`src/rtl/lru_cache_hit_simulator_defines.svh`:
```
// Assertion macros shared by the cache simulator RTL.
`ifndef LRU_CACHE_HIT_SIMULATOR_DEFINES_SVH
`define LRU_CACHE_HIT_SIMULATOR_DEFINES_SVH
`ifndef SYNTH
`define LCS_ASSERT(label, clk, rst_n, prop) \
  label: assert property (@(posedge clk) disable iff (!rst_n) prop) \
    else $error("assertion failed");
`define LCS_ASSERT_NORST(label, clk, prop) \
  label: assert property (@(posedge clk) prop) else $error("assertion failed");
`else
`define LCS_ASSERT(label, clk, rst_n, prop)
`define LCS_ASSERT_NORST(label, clk, prop)
`endif
`endif

```
`src/rtl/lcs_ram.sv`:
```
// Generic single-port-write, one-read synchronous RAM with registered read.
module lcs_ram #(
  parameter int unsigned Width = 8,
  parameter int unsigned Depth = 256
) (
  input  logic                     clk_i,
  input  logic                     we_i,
  input  logic [$clog2(Depth)-1:0] waddr_i,
  input  logic [Width-1:0]         wdata_i,
  input  logic [$clog2(Depth)-1:0] raddr_i,
  output logic [Width-1:0]         rdata_o
);
  logic [Width-1:0] mem_q [Depth];
  always_ff @(posedge clk_i) begin
    if (we_i) begin
      mem_q[waddr_i] <= wdata_i;
    end
    rdata_o <= mem_q[raddr_i];
  end
endmodule

```
`config.mk`:
```
export PLATFORM = sky130hd
export DESIGN_NAME = lcs_ram
export DESIGN_NICKNAME = d
export VERILOG_FILES = /design/src/rtl/lru_cache_hit_simulator_defines.svh /design/src/rtl/lcs_ram.sv
export SDC_FILE = /design/constraint.sdc
export NUM_CORES = 2
export LEC_CHECK = 0
export ABC_AREA = 1
export BUFFER_PORTS_ARGS = -buffer_cell sky130_fd_sc_hd__buf_4
export CAP_MARGIN = 10
export CORE_MARGIN = 4
export CORE_UTILIZATION = 42
export CTS_BUF_LIST = sky130_fd_sc_hd__clkbuf_4 sky130_fd_sc_hd__clkbuf_8
export DETAILED_ROUTE_END_ITERATION = 12
export SETUP_SLACK_MARGIN = 0.15
export SYNTH_ARGS = -nofsm -noshare
export SYNTH_HDL_FRONTEND = slang
export SYNTH_SLANG_ARGS = --single-unit
```
`constraint.sdc`:
```
create_clock -name clk_i -period 3 [get_ports clk_i]
set_input_delay 0.15 -clock clk_i [delete_from_list [all_inputs] [get_ports clk_i]]
set_output_delay 0.15 -clock clk_i [all_outputs]
set_load 0.02 [all_outputs]
```
==> results list <==
* Count of input and output buffers: 33
* Final min period: 2719 ps
- After floorplanning, the core was sized to cover 0.1974 mm^2.
- CTS H-tree depth: 5
- Data on the critical path is required at its endpoint by 3900 ps.
* Routed vias/inst: 5.523
- In this run the worst path has a maximum fanout of 1.
- Of the cells placed in the final design, the portion with a size suffix greater than 1 is 12.85%.
- Number of core rows: 163
* Slew of the pin with the lowest slew margin: 1126 ps
* Clk pin slew, worst setup/hold paths: 60 ps
* Total congestion overflow: 0
- Gate count after technology mapping: 7003
- RSZ-0062 raised after global routing: false
- The first global-routing pass estimated 354.2 mm of wire.
* Hold violation total from the final report: 0
* Buffers inserted by post-CTS timing repair: 0
* Worst-case clock buffer depth: 4
- Final setup vio count: 0
- After detailed placement, the total cell area comes to 0.08863 mm^2.
* Synth unique cells: 14
- In this run the power density over the cells is 626.2 mW/mm^2.
* Global routing usage summed across all routing layers: 22.92%
* Async set-reset flop share out of synthesis: 0%
- Maxcap violations: 0
- Total length of routed wires: 239.0 mm
- The count of nets left with antenna violations once routing finished came out at 0.
- Cell internal power was estimated by the tool at 46060 uW.
* Number of pins with negative max-slew slack in the final report: 0
- Critical Path Sink Type: flop
* Top-level I/O count: 34
- FMAX: 367.8 MHz
- Dividing the final minimum period by the clock period gives 90.64%.
- Final core area utilization: 48.43%
- Kind of start point of the critical path: flop
- Of the total power, the share spent switching nets is 23.05%.
* Commonest cells post-synth: sky130_fd_sc_hd__nand2_1 (2123), sky130_fd_sc_hd__edfxtp_1 (2048), sky130_fd_sc_hd__nand3_1 (2019)
* Syn-to-layout area delta: 14.64%
- The detailed router finished its first iteration with 6727 violations.
- Warning count from the yosys run: 0
- The run finished with clean final reports.
* Worst-Skew Late Latency: 1020 ps
* Fraction of post-synthesis cell area in the top cell type by area: 73.74%
- Data arrival time of the critical path: 3620 ps
- The net count of the finished layout is 7376.
- Routed length per instance: 23.35 um
- Final hold analysis gives a worst-case slack of 113.0 ps.
- Between clock sinks in the finished design, the worst skew comes to 66.70 ps.
* Mapped Area: 0.08340 mm^2
- In this run the power spent charging and discharging nets is 13800 uW.
- Among all flip-flop cells after synthesis, the most frequent one is sky130_fd_sc_hd__edfxtp_1.
* Leakage Power: 0.03383 uW
* Leading area contributor after synthesis: sky130_fd_sc_hd__edfxtp_1
- A synthesized cell averages 11.91 um^2.
- Class of the most critical hold timing path: in2reg
* Max VDD drop: 0.4328 mV
- Starting density of the core: 42.24%
- Crit Path Category: reg2reg
* Total CTS buffers: 355
- Post-synthesis register bit count: 2056
* Max_slew headroom: 24.74%
- Leading cell types by total area after synthesis: sky130_fd_sc_hd__edfxtp_1 (74%), sky130_fd_sc_hd__nand3_1 (12%), sky130_fd_sc_hd__nand2_1 (9.6%), sky130_fd_sc_hd__buf_2 (1.6%), sky130_fd_sc_hd__nor2_1 (1.3%)
* TritonCTS clock tree: yes
* Vias in the first global route: 54140
- In this run the clock root is driven by a sky130_fd_sc_hd__clkbuf_8.
* Setup_tns: 0 ps
- The clock network burns 40.5% of the power.
* DRC violations left: 0
- Pin count of the biggest net entering global routing: 100
* Net count of the mapped netlist: 7029
- Reg power frac: 53.0%
* Number of enable flip-flop cells after synthesis: 2048
* RePlAce Congestion: 0.8785
- The die covers 0.2058 mm^2.
* HPWL Detailed: 141.2 mm
- The floorplan step set the die height to 453.6 um.
- Yosys instantiated no cell more often than sky130_fd_sc_hd__nand2_1.
- Length of the first detailed-routing pass in iterations: 5
- Final design area excluding fillers: 0.09560 mm^2
- The share of the Yosys chip area taken by registers is 73.94%.
* Initial antenna violation count: 10
- Clock Sink Count: 2056
* Gate power share: 6.5%
* Count of vias placed by the detailed router: 56530
- Width of the die: 453.6 um
-- path summary, 6_finish.rpt --
path	start	to	slack, ps	cells past startpoint
hold reg to reg	mem_q[62][3]$_DFFE_PP_	rdata_o[3]$_DFF_P_	950	10
setup / recovery	mem_q[143][5]$_DFFE_PP_	rdata_o[5]$_DFF_P_	280	12
setup reg to reg	mem_q[143][5]$_DFFE_PP_	rdata_o[5]$_DFF_P_	280	12
hold / removal	waddr_i[6]	mem_q[93][3]$_DFFE_PP_	110	6
-- sequential cells by signal, indices dropped and copies added (netlist names) --
register and count:
mem_q 2048, rdata_o 8
-- placed cells by master (no fill, tap or decap) --
cell type,netlist,final
sky130_fd_sc_hd__clkinvlp_4,0,3
sky130_fd_sc_hd__buf_8,1,11
sky130_fd_sc_hd__buf_12,0,76
sky130_fd_sc_hd__inv_1,36,34
sky130_fd_sc_hd__nand3_1,2019,2017
sky130_fd_sc_hd__dfxtp_1,8,8
sky130_fd_sc_hd__edfxtp_1,2048,2048
sky130_fd_sc_hd__inv_4,1,1
sky130_fd_sc_hd__nand2_1,2123,2119
sky130_fd_sc_hd__inv_2,2,1
sky130_fd_sc_hd__clkinv_1,0,69
sky130_fd_sc_hd__clkbuf_4,0,120
sky130_fd_sc_hd__bufinv_16,0,8
sky130_fd_sc_hd__diode_2,0,9
sky130_fd_sc_hd__nand2_2,0,4
sky130_fd_sc_hd__inv_8,0,3
sky130_fd_sc_hd__dlygate4sd3_1,0,33
sky130_fd_sc_hd__clkinv_2,0,26
sky130_fd_sc_hd__clkbuf_8,0,366
sky130_fd_sc_hd__nor2_1,283,283
sky130_fd_sc_hd__nand3_4,0,2
sky130_fd_sc_hd__buf_4,46,353
sky130_fd_sc_hd__inv_16,0,1
-- critical path, stage by stage, from the launching register on --
cell and delay (ps):
sky130_fd_sc_hd__edfxtp_1 370, sky130_fd_sc_hd__nand2_1 80, sky130_fd_sc_hd__nand3_1 80, sky130_fd_sc_hd__nand3_1 100
sky130_fd_sc_hd__nand3_1 140, sky130_fd_sc_hd__nand3_1 250, sky130_fd_sc_hd__nand3_4 170, sky130_fd_sc_hd__nand3_1 120
sky130_fd_sc_hd__nand2_1 80, sky130_fd_sc_hd__nand2_1 60, sky130_fd_sc_hd__dlygate4sd3_1 560, sky130_fd_sc_hd__nand2_1 60
sky130_fd_sc_hd__dlygate4sd3_1 560
-- cell families after synthesis --
logic type    count (synthesis)  synth area share (%)
buf+inv                     522                 3.119
simple gates               4425                 22.95
flops                      2056                 73.94
-- area by class of cell --
cell class | count | area, um^2
clock inverter | 107 | 663.1
multi-input combinational | 4425 | 19170
antenna | 9 | 22.52
timing repair buffer | 473 | 4667
clock buffer | 486 | 5938
tap | 2640 | 3303
sequential | 2056 | 61660
inverter | 39 | 180.2
fill | 17490 | 101800
-- per-layer routing --
layer	GRT usage, %	vias to the layer above	share of wire [%]
met5	0	-	0.027
met4	9.211	8	3.8
met3	4.215	498	8.4
met2	35.44	2553	46
met1	32.18	27890	42
li1	-	25580	-
-- stage by stage --
step | total power (uW) | setup WS [ps] | instances
after global placement | 36100 | 94.09 | 9600
after global routing | 61930 | 174.6 | 10230
final | 59860 | 280.8 | 10240
after CTS | 60230 | 192.9 | 10230
after detailed placement | 36130 | 114.5 | 9600
after floorplan | 34260 | 1359 | 7003
-- power groups by stage --
| stage | sequential [uW] | combinational [uW] | clock (uW) |
|---|---|---|---|
| after CTS | 31700 | 3860 | 24600 |
| after global routing | 31700 | 4170 | 26100 |
| after detailed placement | 32300 | 3810 | 0 |
| after global placement | 32300 | 3780 | 0 |
| final | 31700 | 3880 | 24300 |
| after floorplan | 32300 | 1950 | 0 |
-- timing repair --
item	4_1_cts	5_1_grt
endpoints found under the hold margin	2367	0
setup endpoints to repair	0	1
hold buffers	33	0
gates resized for setup	0	4
Note: power is estimated with default switching activity, not from simulation.
