`config.mk`:
```
export PLATFORM = sky130hd
export DESIGN_NAME = lcs_div
export DESIGN_NICKNAME = d
export VERILOG_FILES = /design/src/rtl/lru_cache_hit_simulator_defines.svh /design/src/rtl/lcs_pkg.sv /design/src/rtl/lcs_div.sv
export SDC_FILE = /design/constraint.sdc
export NUM_CORES = 1
export LEC_CHECK = 0
export BUFFER_PORTS_ARGS = -buffer_cell sky130_fd_sc_hd__buf_4
export CORE_ASPECT_RATIO = 0.8
export CORE_MARGIN = 2
export CORE_UTILIZATION = 60
export DETAILED_ROUTE_END_ITERATION = 12
export PLACE_DENSITY = 0.77
export SLEW_MARGIN = 15
export SYNTH_ARGS = -nofsm -noshare
export SYNTH_HDL_FRONTEND = slang
export SYNTH_SLANG_ARGS = --single-unit
```
`constraint.sdc`:
```
create_clock -name clk_i -period 3.87 [get_ports clk_i]
set_clock_uncertainty 0.1 [all_clocks]
set_input_delay 0.774 -clock clk_i [delete_from_list [all_inputs] [get_ports clk_i]]
set_output_delay 0.774 -clock clk_i [all_outputs]
set_load 0.005 [all_outputs]
```
`src/rtl/lru_cache_hit_simulator_defines.svh`:
```
// Assertion macros shared by the cache simulator RTL.
`ifndef LRU_CACHE_HIT_SIMULATOR_DEFINES_SVH
`define LRU_CACHE_HIT_SIMULATOR_DEFINES_SVH
`ifndef SYNTH
`define LCS_ASSERT(label, clk, rst_n, prop) \
  label: assert property (@(posedge clk) disable iff (!rst_n) prop) \
    else $error("assertion failed");
`define LCS_ASSERT_NORST(label, clk, prop) \
  label: assert property (@(posedge clk) prop) else $error("assertion failed");
`else
`define LCS_ASSERT(label, clk, rst_n, prop)
`define LCS_ASSERT_NORST(label, clk, prop)
`endif
`endif

```
`src/rtl/lcs_pkg.sv`:
```
// Package with constants and types of the cache simulator.
package lcs_pkg;
  localparam int unsigned MaxLines = 256;
  localparam int unsigned SlotW = $clog2(MaxLines);
  localparam int unsigned CapW = SlotW + 1;
  localparam int unsigned SectorW = 48;
  localparam int unsigned CountW = 20;
  localparam int unsigned SectorsPerLine = 8;
  localparam int unsigned OffW = $clog2(SectorsPerLine);
  localparam int unsigned TagW = SectorW - OffW;
  localparam int unsigned TotW = 48;
  localparam int unsigned PctW = 7;
  localparam logic [TotW-1:0] TotMax = '1;
  localparam logic [1:0] ReqRead = 2'd0;
  localparam logic [1:0] ReqWrite = 2'd1;
endpackage

```
`src/rtl/lcs_div.sv`:
```
// Restoring divider for the hit percentage, one quotient bit per cycle.
module lcs_div
  import lcs_pkg::*;
(
  input  logic            clk_i,
  input  logic            rst_ni,
  input  logic            start_i,
  input  logic [TotW-1:0] hits_i,
  input  logic [TotW-1:0] reqs_i,
  output logic            done_o,
  output logic [PctW-1:0] pct_o
);
  localparam int unsigned NumW = TotW + PctW;
  localparam int unsigned StepW = $clog2(NumW + 1);
  logic [NumW-1:0] num_q, num_d;
  logic [TotW:0] rem_q, rem_d;
  logic [TotW-1:0] den_q, den_d;
  logic [StepW-1:0] cnt_q, cnt_d;
  logic busy_q, busy_d, done_q, done_d;
  logic [TotW:0] sh;
  logic [NumW-1:0] prod;
  assign prod = NumW'(hits_i) * NumW'(100);
  assign sh = {rem_q[TotW-1:0], num_q[NumW-1]};
  always_comb begin
    num_d = num_q; rem_d = rem_q; den_d = den_q; cnt_d = cnt_q;
    busy_d = busy_q; done_d = 1'b0;
    if (start_i) begin
      num_d = prod; rem_d = '0; den_d = reqs_i; cnt_d = StepW'(NumW); busy_d = 1'b1;
    end else if (busy_q) begin
      if (sh >= {1'b0, den_q}) begin
        rem_d = sh - {1'b0, den_q};
        num_d = {num_q[NumW-2:0], 1'b1};
      end else begin
        rem_d = sh;
        num_d = {num_q[NumW-2:0], 1'b0};
      end
      cnt_d = cnt_q - 1'b1;
      if (cnt_q == StepW'(1)) begin
        busy_d = 1'b0; done_d = 1'b1;
      end
    end
  end
  always_ff @(posedge clk_i or negedge rst_ni) begin
    if (!rst_ni) begin
      busy_q <= 1'b0; done_q <= 1'b0; cnt_q <= '0;
    end else begin
      busy_q <= busy_d; done_q <= done_d; cnt_q <= cnt_d;
    end
  end
  always_ff @(posedge clk_i) begin
    num_q <= num_d; rem_q <= rem_d; den_q <= den_d;
  end
  assign done_o = done_q;
  assign pct_o = num_q[PctW-1:0];
endmodule

```
==> results.py <==
metrics = {
    "run_status": {
        "status": "complete, but fails checks",
        "violations": "negative setup slack",
    },
    "detailed_routing": {
        "via_per_inst": 5.70,
        "drt_pass1_iterations": 5,
        "wl_per_cell_um": 16.4,
        "drt_iter0_drc": 932,
        "vias": 12643,
        "ant_nets": 0,
        "drcViolationCount": 0,
        "wl_um": 36300,
    },
    "pwr": {
        "power_frac_seq": 0.249,
        "swShare": 0.401,
        "p_clk_frac": 0.167,
        "vdd_drop_max_v": 0.000352,
        "p_per_area_mw_per_mm2": 570,
        "leakage_nw": 8.82,
        "p_sw_mw": 4.28,
        "p_int_mw": 6.38,
        "power_frac_comb": 0.584,
    },
    "synthesis": {
        "synth_edf_count": 101,
        "netlist.area_leader.share": 0.210,
        "ys_async_sr_fraction": 0.0503,
        "synthAdderAreaFrac": 0.233,
        "synth_common_cells": "278 x inv_1, 198 x ha_1, 142 x nand2_1",
        "yosysSeqAreaShare": 0.293,
        "yosysTopAreaCell": "edfxtp_1",
        "ys_ff_latch": 159,
        "ys_dominant_reg_cell": "edfxtp_1",
        "yosys.area_share.simple": 0.111,
        "synth_xor_area_frac": 0.0546,
        "synth_area_per_cell_um2": 8.88,
        "synth_mux_area_frac": 0.0288,
        "syn-cell-area_mm2": 0.0144,
        "syn-num-nets": 1966,
        "synth_cell_type_count": 82,
        "synthMostInstantiatedCell": "inv_1",
        "ys_warn_count": 0,
        "synth_top_family_by_area": "adder cells",
        "synth_compound_area_frac": 0.186,
        "synth_area_leaders": "edfxtp_1 21%, ha_1 17%, inv_1 7.2%, dfxtp_1 6.9%, fa_1 6.1%",
        "synthCells": 1625,
    },
    "worst_setup_path": {
        "worst_ep_arrival_time_ns": 4.29,
        "cp_common_cell": "ha_4",
        "max_stage_delay_ns": 0.52,
        "regToRegSetupSlack_ns": 0.34,
        "path_max_fanout": 3,
        "cp_slowest_cell": "fa_2",
        "end_kind": "flop",
        "cp_top_family": "compound AO/OA/AOI/OAI gates",
        "crit_buf_inv": 5,
        "worstPathRequired_ns": 3.95,
        "critPathKind": "input port to flop",
        "start_kind": "input port",
        "path_cells": "buf_8, ha_4, ha_4, inv_2, fa_2, inv_2, ha_4, a211o_1, a31o_4, a2111oi_4, buf_4, buf_6, nor3b_4, o21a_1, a21o_1, a21oi_2, o21ai_2, xnor2_2, o21ai_1",
    },
    "cts": {
        "cts-root-buf": "clkbuf_16",
        "cts_buffers": 17,
        "ctsHoldBuffers": 0,
        "clk_pin_slew_worst_paths_ns": 0.07,
        "cts_sinks": 159,
        "h-tree-depth": 4,
        "clk_path_buf_depth": 2,
        "tritoncts": "built",
        "clock_latency_ns": 0.44,
    },
    "die": {
        "rows": 50,
        "io_pins": 107,
        "initial_utilization": 0.613,
        "die_x_um": 177,
        "die_h_um": 143,
        "die-area_mm2": 0.0253,
        "core_area_mm2": 0.0235,
    },
    "sta": {
        "rsz0062_at_grt": "yes",
        "timing.final.ws_setup_ns": -0.345,
        "max_freq_mhz": 237,
        "hold_ws_ns": 0.0413,
        "fin_crit_sh": 1.09,
        "worst_slew_pin_slew_ns": 0.734,
        "finalHoldViolations": 0,
        "period_needed_ns": 4.22,
        "drv_slew": 0,
        "setup_viol": 18,
        "setup_tns_ns": -3.91,
        "relSlewSlack": 0.509,
    },
    "placed_design": {
        "port_buffers": 106,
        "hpwlAfterDp_um": 26300,
        "dp.cells": 2168,
        "gp_congestion": 0.893,
        "pre_cts_ws_ns": -0.863,
    },
    "layout": {
        "drive_gt1_frac": 0.270,
        "instances_no_fill": 2217,
        "regArea_mm2": 0.00424,
        "n_fill_cell": 1558,
        "syn_to_final_growth_pct": 29.6,
        "nets": 2233,
        "utilization": 0.795,
        "multi_input_area_mm2": 0.00997,
        "antenna_cells": 0,
    },
    "global_routing": {
        "grt.overflow.total": 0,
        "grt_max_degree": 60,
        "grt_pass1_vias": 12352,
        "grt_pass1_wl_um": 58500,
        "antenna_found_initial": 0,
        "grt.total_usage": 0.285,
    },
    "flow_run": {
        "drv_cap": 0,
    },
    "min_path": {
        "hp-class": "input port to asynchronous set/reset pin",
    },
}
layout by cell type (no fill, tap or decap), types with 32 or more instances in the layout:
cell	Yosys	routed
a21o_1	43	43
xnor2_1	48	41
o21ai_1	3	33
nor2_1	80	77
buf_4	11	287
xor2_1	42	41
edfxtp_1	101	101
ha_1	198	143
dfxtp_1	50	50
nand2_1	142	138
o21ai_0	107	73
inv_1	278	255
ha_4	0	54
mux2i_1	37	37
fa_1	44	42
a211oi_1	37	32
a21oi_1	111	90
power groups by stage:
stage | Clock [mW] | Combinational (mW) | Sequential [mW]
final | 1.78 | 6.23 | 2.65
after global routing | 1.86 | 6.80 | 2.70
after CTS | 1.79 | 5.86 | 2.65
after detailed placement | 0 | 5.51 | 2.66
after global placement | 0 | 5.34 | 2.64
after floorplan | 0 | 3.99 | 2.58
per-layer routing:
layer,vias up,share of wire,track usage
li1,6153,-,-
met1,6008,0.46,0.390
met2,415,0.47,0.477
met3,67,0.050,0.0335
met4,0,0.018,0.0846
met5,-,0,0
kinds of logic after synthesis:
| group | Yosys count |
|---|---|
| buf+inv | 340 |
| flops | 159 |
| compound gates | 409 |
| fa+ha+maj | 242 |
| mux | 41 |
| xor+xnor | 90 |
| simple gates | 344 |
per-stage QoR:
step                      instance area (µm²)  power [mW]
after CTS                               18300        10.3
final                                   18700        10.7
after global placement                  17200        7.98
after global routing                    18700        11.4
after floorplan                         14900        6.58
after detailed placement                17200        8.17
worst reg2reg max path, delay by kind of cell (launching register included):
family          cells  cell delay, ns
flops               1            0.35
buf+inv             2            0.22
fa+ha+maj           2            0.61
simple gates        3            0.54
compound gates      6            1.23
mux                 1            0.37
final timing paths:
kind                                     endpoint              startpoint  cells after the start
max                           num_q[30]$_DFFE_PP_               hits_i[3]                     19
min                          cnt_q[0]$_DFFE_PN0P_                  rst_ni                      1
max reg2reg                rem_q[42]$_SDFFE_PP0P_     num_q[54]$_DFFE_PP_                     14
min reg2reg                rem_q[35]$_SDFFE_PP0P_  rem_q[35]$_SDFFE_PP0P_                      2
max in group asynchronous        busy_q$_DFF_PN0_                  rst_ni                      1
min in group clk_i         rem_q[35]$_SDFFE_PP0P_  rem_q[35]$_SDFFE_PP0P_                      2
cell type report:
cell class,instances,area share
Clock buffer,17,0.0228
Clock inverter,15,0.0104
Inverter,278,0.0558
Multi-Input combinational cell,1126,0.533
Sequential cell,159,0.227
Tap cell,312,0.0209
Timing Repair Buffer,310,0.131
registers in the layout (all words and copies together), names as in the netlist:
signal,count
num_q,55
den_q,48
rem_q,48
cnt_q,6
busy_q,1
done_o,1
timing repair:
action	in CTS	in global routing
pin swaps	62	77
resized for setup	83	67
setup endpoints to repair	24	30
buffers inserted	14	9
No activity file was read; power rests on OpenSTA's default activity.
